===== src/rtl/iir_df1_pkg.sv =====
`timescale 1ns / 1ps
// ----------------------------------------------------------------------------
// IIR direct form I package
// Shared widths, types and constants for the direct form I IIR filter.
// ----------------------------------------------------------------------------
package iir_df1_pkg;

  localparam int SampleW  = 16;           // Q1.15 samples
  localparam int CoefW    = 20;           // Q4.16 coefficients
  localparam int FracW    = 16;           // coefficient fraction bits
  localparam int CfgIdxW  = 5;            // register index field of the config port
  localparam int CfgDataW = CoefW;

  localparam int OutMax    = 32767;
  localparam int OutMin    = -32768;
  localparam int RoundHalf = 32768;       // half an output LSB at Q5.31
  localparam int CoefUnity = 65536;       // 1.0 in Q4.16

  typedef logic signed [SampleW-1:0]  sample_t;
  typedef logic signed [CoefW-1:0]    coef_t;
  typedef logic        [CfgIdxW-1:0]  cfg_idx_t;
  typedef logic        [CfgDataW-1:0] cfg_data_t;

endpackage


===== src/rtl/iir_df1_coef_regs.sv =====
`timescale 1ns / 1ps
// ----------------------------------------------------------------------------
// IIR direct form I coefficient registers
// Feedforward and feedback coefficient bank written through the config port.
// ----------------------------------------------------------------------------
module iir_df1_coef_regs #(
  parameter int FF_ORDER = 2,
  parameter int FB_ORDER = 2
) (
  input  logic                   clk_i,
  input  logic                   rst_ni,
  input  logic                   cfg_we_i,
  input  iir_df1_pkg::cfg_idx_t  cfg_idx_i,
  input  iir_df1_pkg::cfg_data_t cfg_data_i,
  output iir_df1_pkg::coef_t     ff_coef_o [FF_ORDER+1],
  output iir_df1_pkg::coef_t     fb_coef_o [FB_ORDER]
);
  import iir_df1_pkg::*;

  coef_t ff_coef_q [FF_ORDER+1];
  coef_t fb_coef_q [FB_ORDER];

  // b[0] resets to unity so the filter passes samples straight through
  for (genvar k = 0; k <= FF_ORDER; k++) begin : g_ff
    always_ff @(posedge clk_i or negedge rst_ni) begin
      if (!rst_ni) begin
        ff_coef_q[k] <= (k == 0) ? CoefW'(CoefUnity) : '0;
      end else if (cfg_we_i && (cfg_idx_i == CfgIdxW'(k))) begin
        ff_coef_q[k] <= coef_t'(cfg_data_i);
      end
    end
    assign ff_coef_o[k] = ff_coef_q[k];
  end

  // fb_coef_o[k] holds a[k+1]
  for (genvar k = 0; k < FB_ORDER; k++) begin : g_fb
    always_ff @(posedge clk_i or negedge rst_ni) begin
      if (!rst_ni) begin
        fb_coef_q[k] <= '0;
      end else if (cfg_we_i && (cfg_idx_i == CfgIdxW'(FF_ORDER + 1 + k))) begin
        fb_coef_q[k] <= coef_t'(cfg_data_i);
      end
    end
    assign fb_coef_o[k] = fb_coef_q[k];
  end

endmodule


===== config.mk =====
export PLATFORM = sky130hd
export DESIGN_NAME = iir_df1_coef_regs
export DESIGN_NICKNAME = d
export VERILOG_FILES = /design/src/rtl/iir_df1_pkg.sv /design/src/rtl/iir_df1_coef_regs.sv
export SDC_FILE = /design/constraint.sdc
export NUM_CORES = 1
export LEC_CHECK = 0
export ABC_CLOCK_PERIOD_IN_PS = 1260
export BUFFER_PORTS_ARGS = -buffer_cell sky130_fd_sc_hd__buf_2
export CAP_MARGIN = 20
export CORE_UTILIZATION = 30
export CTS_CLUSTER_DIAMETER = 100
export DETAILED_ROUTE_END_ITERATION = 12
export GPL_TIMING_DRIVEN = 0
export PLACE_DENSITY = 0.64
export SYNTH_ARGS = -nofsm -noshare
export SYNTH_HDL_FRONTEND = slang
export SYNTH_SLANG_ARGS = --single-unit

===== constraint.sdc =====
create_clock -name clk_i -period 1.26 [get_ports clk_i]
set_clock_uncertainty 0.2 [all_clocks]
set_input_delay 0.126 -clock clk_i [delete_from_list [all_inputs] [get_ports clk_i]]
set_output_delay 0.126 -clock clk_i [all_outputs]
set_load 0.005 [all_outputs]

==> out/metrics.cfg <==
[setup_path]
cp-start-kind=input pin
critical_path.max_fanout=10
timing.rr.end=fb_coef_o[27]
arrival_time_at_the_worst_endpoint_ns=1.35
rrSetupSlack_ns=0.29
reg2reg_depth=1
cp-end-kind=flip-flop
critical_path_required_ns=1.29
worstReg2RegStart=fb_coef_o[27]
timing_worst_setup_path_type=input pin to flip-flop

[place]
number_of_placed_cells_counting_well_taps=514
gpl_congestion=0.6675
place.detailed.hpwl_mm=5.960
io_buffer_count=127

[cts]
tritoncts=yes
clock_sink_count=100
cts-buffers-inserted=9
worst_skew_pair_latency_ns=0.34
path_clk_slew_ns=0.06
ctsLongestPathBuffers=2
ctsHtreeMaxLevel=3
cts_root_buf=sky130_fd_sc_hd__clkbuf_16

[layout]
proportion_of_layout_cells_with_a_drive_suffix_above_1_pct=66.84
stdcell_count=554
layout-area-overhead-vs-synth_pct=42.11
insertedDiodeCount=0
finish.net_count=409

[timing]
finalCriticalPeriod_ns=1.322
worst-slew-pin-transition_ns=0.4014
finalHoldViolations=0
setup_tns_ns=-1.331
unrepaired_setup_endpoints_after_global_routing=true
whs_ns=0.07181
finalWorstSetupSlack_ns=-0.06226
final-max-slew-violation-count=0
slew-limit-headroom_pct=73.24
setup_violations=60
finalCritPeriodShare_pct=104.9
max_freq_mhz=756.3

[logic_synthesis]
yosysTopAreaCellShare_pct=66.07
synth.avg_cell_area_sq_um=17.20
synth_seq_cells=100
synth_top_cells_by_count=100 x sky130_fd_sc_hd__mux2_2, 99 x sky130_fd_sc_hd__dfrtp_1, 8 x sky130_fd_sc_hd__buf_2, 2 x sky130_fd_sc_hd__buf_4, 2 x sky130_fd_sc_hd__nand3b_1
synth_nets=246
yosys-top-cells-area=sky130_fd_sc_hd__dfrtp_1 66%, sky130_fd_sc_hd__mux2_2 30%, sky130_fd_sc_hd__buf_2 1.1%
yosys.area.top_type=sky130_fd_sc_hd__dfrtp_1
yosys_warnings=0
seq_area_frac_synth_pct=66.77
synth.lib_cells_used.distinct=12
synthFlopType=sky130_fd_sc_hd__dfrtp_1
number_of_enable_flip_flop_cells_after_synthesis=0
asyncSetResetFlopFracSynth_pct=100.0
post_synth_inst_count=218
mappedNetlistArea_sq_mm=0.003750
synth_most_common_cell=sky130_fd_sc_hd__mux2_2

[global_routing]
global_route_wire_length_before_repair_mm=14.15
via_count_of_the_first_global_routing_pass=2641
largest_net_degree_at_the_start_of_global_routing=74
antenna_found_initial=0
grt_usage_pct=14.71
grt_remaining_overflow=0

[route]
detail_route.wl_per_cell_microns=16.45
remaining_drc_errors=0
drt_first_iter_violations=149
routed_wirelength_mm=9.115
ant_nets=0
vias=2446
dr.pass1.iters=2
drt-vias-per-instance=4.415

[floorplan]
die_w_microns=113.8
core_area_sq_mm=0.01211
die_h_microns=113.8
floorplan.io_pins=128
design.die.area_sq_mm=0.01295
fp-row-count=40
starting_density_of_the_core_pct=30.96

[run]
max-cap-violations=0

[power]
power_density_over_cell_area_mw_per_mm2=1591
final_power_w=0.008478
vdd.ir_drop.worst_uv=1201
total_leakage_power_nw=2.737

[hold_path]
hold_class=input pin to async pin

[status]
run_status=finished, violations left
violations=setup timing

==> critical path: stages <==
cell and delay [ns]:
sky130_fd_sc_hd__buf_6 0.10, sky130_fd_sc_hd__nor4b_4 0.32, sky130_fd_sc_hd__and3_4 0.31, sky130_fd_sc_hd__buf_12 0.16
sky130_fd_sc_hd__mux2_2 0.33
==> cell families (layout without fill, tap and decap cells) <==
group	Yosys count	count (layout)	synth area share, %
buf+inv	10	178	1.468
flops	100	100	66.77
mux	100	100	30.03
simple gates	8	8	1.735
==> state kept, by name (all words and copies together), names as in the netlist <==
name / flops
ff_coef_o: 60
fb_coef_o: 40
==> power breakdown <==
group | switching (W) | internal (W)
clock network | 0.00112 | 0.00155
logic | 0.000633 | 0.00102
registers | 0.000309 | 0.00384
==> timing repair <==
item	CTS	global route
hold buffers	21	0
gates resized for setup	8	19
endpoints found under the hold margin	199	0
setup buffers	1	0
cloned	0	2
pin swaps	2	2
endpoints found under the setup margin	21	62
==> how the worst max path moves through the flow <==
stage	startpoint	slack, ns	depth (start not counted)	endpoint
floorplan	cfg_idx_i[4]	-0.18	4	fb_coef_o[20]
global placement	rst_ni	-1.16	1	fb_coef_o[25]
detailed placement	cfg_idx_i[4]	-0.47	5	fb_coef_o[28]
CTS	ff_coef_o[56]	-0.06	1	ff_coef_o[56]
global route	cfg_idx_i[4]	-0.08	6	ff_coef_o[30]
finish	cfg_idx_i[4]	-0.06	5	fb_coef_o[38]
==> placed cells by master (no fill, tap or decap) <==
| cell type | count |
|---|---|
| sky130_fd_sc_hd__clkbuf_1 | 2 |
| sky130_fd_sc_hd__nor4b_4 | 1 |
| sky130_fd_sc_hd__dlygate4sd3_1 | 21 |
| sky130_fd_sc_hd__buf_4 | 2 |
| sky130_fd_sc_hd__nor3b_1 | 1 |
| sky130_fd_sc_hd__and3_4 | 1 |
| sky130_fd_sc_hd__clkinv_2 | 1 |
| sky130_fd_sc_hd__dfstp_2 | 1 |
| sky130_fd_sc_hd__nand2_1 | 1 |
| sky130_fd_sc_hd__nand3b_1 | 2 |
| sky130_fd_sc_hd__clkbuf_16 | 11 |
| sky130_fd_sc_hd__clkbuf_8 | 4 |
| sky130_fd_sc_hd__nand3_1 | 1 |
| sky130_fd_sc_hd__buf_12 | 2 |
| sky130_fd_sc_hd__mux2_4 | 15 |
| sky130_fd_sc_hd__dfrtp_1 | 99 |
| sky130_fd_sc_hd__buf_6 | 9 |
| sky130_fd_sc_hd__buf_2 | 125 |
| sky130_fd_sc_hd__nor2_1 | 1 |
| sky130_fd_sc_hd__buf_16 | 1 |
| sky130_fd_sc_hd__mux2_2 | 85 |
==> per-layer routing <==
layer,vias up,part of all wire (%),track usage [%]
li1,1103,-,-
met1,1231,42,17.66
met2,104,48,23.37
met3,8,8.8,7.173
met4,0,0.91,4.329
met5,-,0,0
==> stage by stage <==
stage / utilization, % / area (sq um) / worst slack (ns)
after detailed placement: 38.50 / 4663 / -0.4721
after CTS: 43.00 / 5207 / -0.05911
after floorplan: - / 3787 / -0.1832
after global placement: 38.25 / 4633 / -1.164
final: 44.00 / 5329 / -0.06226
after global routing: 44.00 / 5329 / -0.08306
==> final cells by class <==
| cell class | count | area (sq um) |
|---|---|---|
| Multi-Input combinational cell | 108 | 1252 |
| Buffer | 10 | 117.6 |
| Fill cell | 1135 | 6783 |
| Timing Repair Buffer | 152 | 952.2 |
| Clock buffer | 15 | 287.8 |
| Sequential cell | 100 | 2504 |
| Tap cell | 168 | 210.2 |
| Clock inverter | 1 | 5.005 |
(Power assumes the default switching activity.)
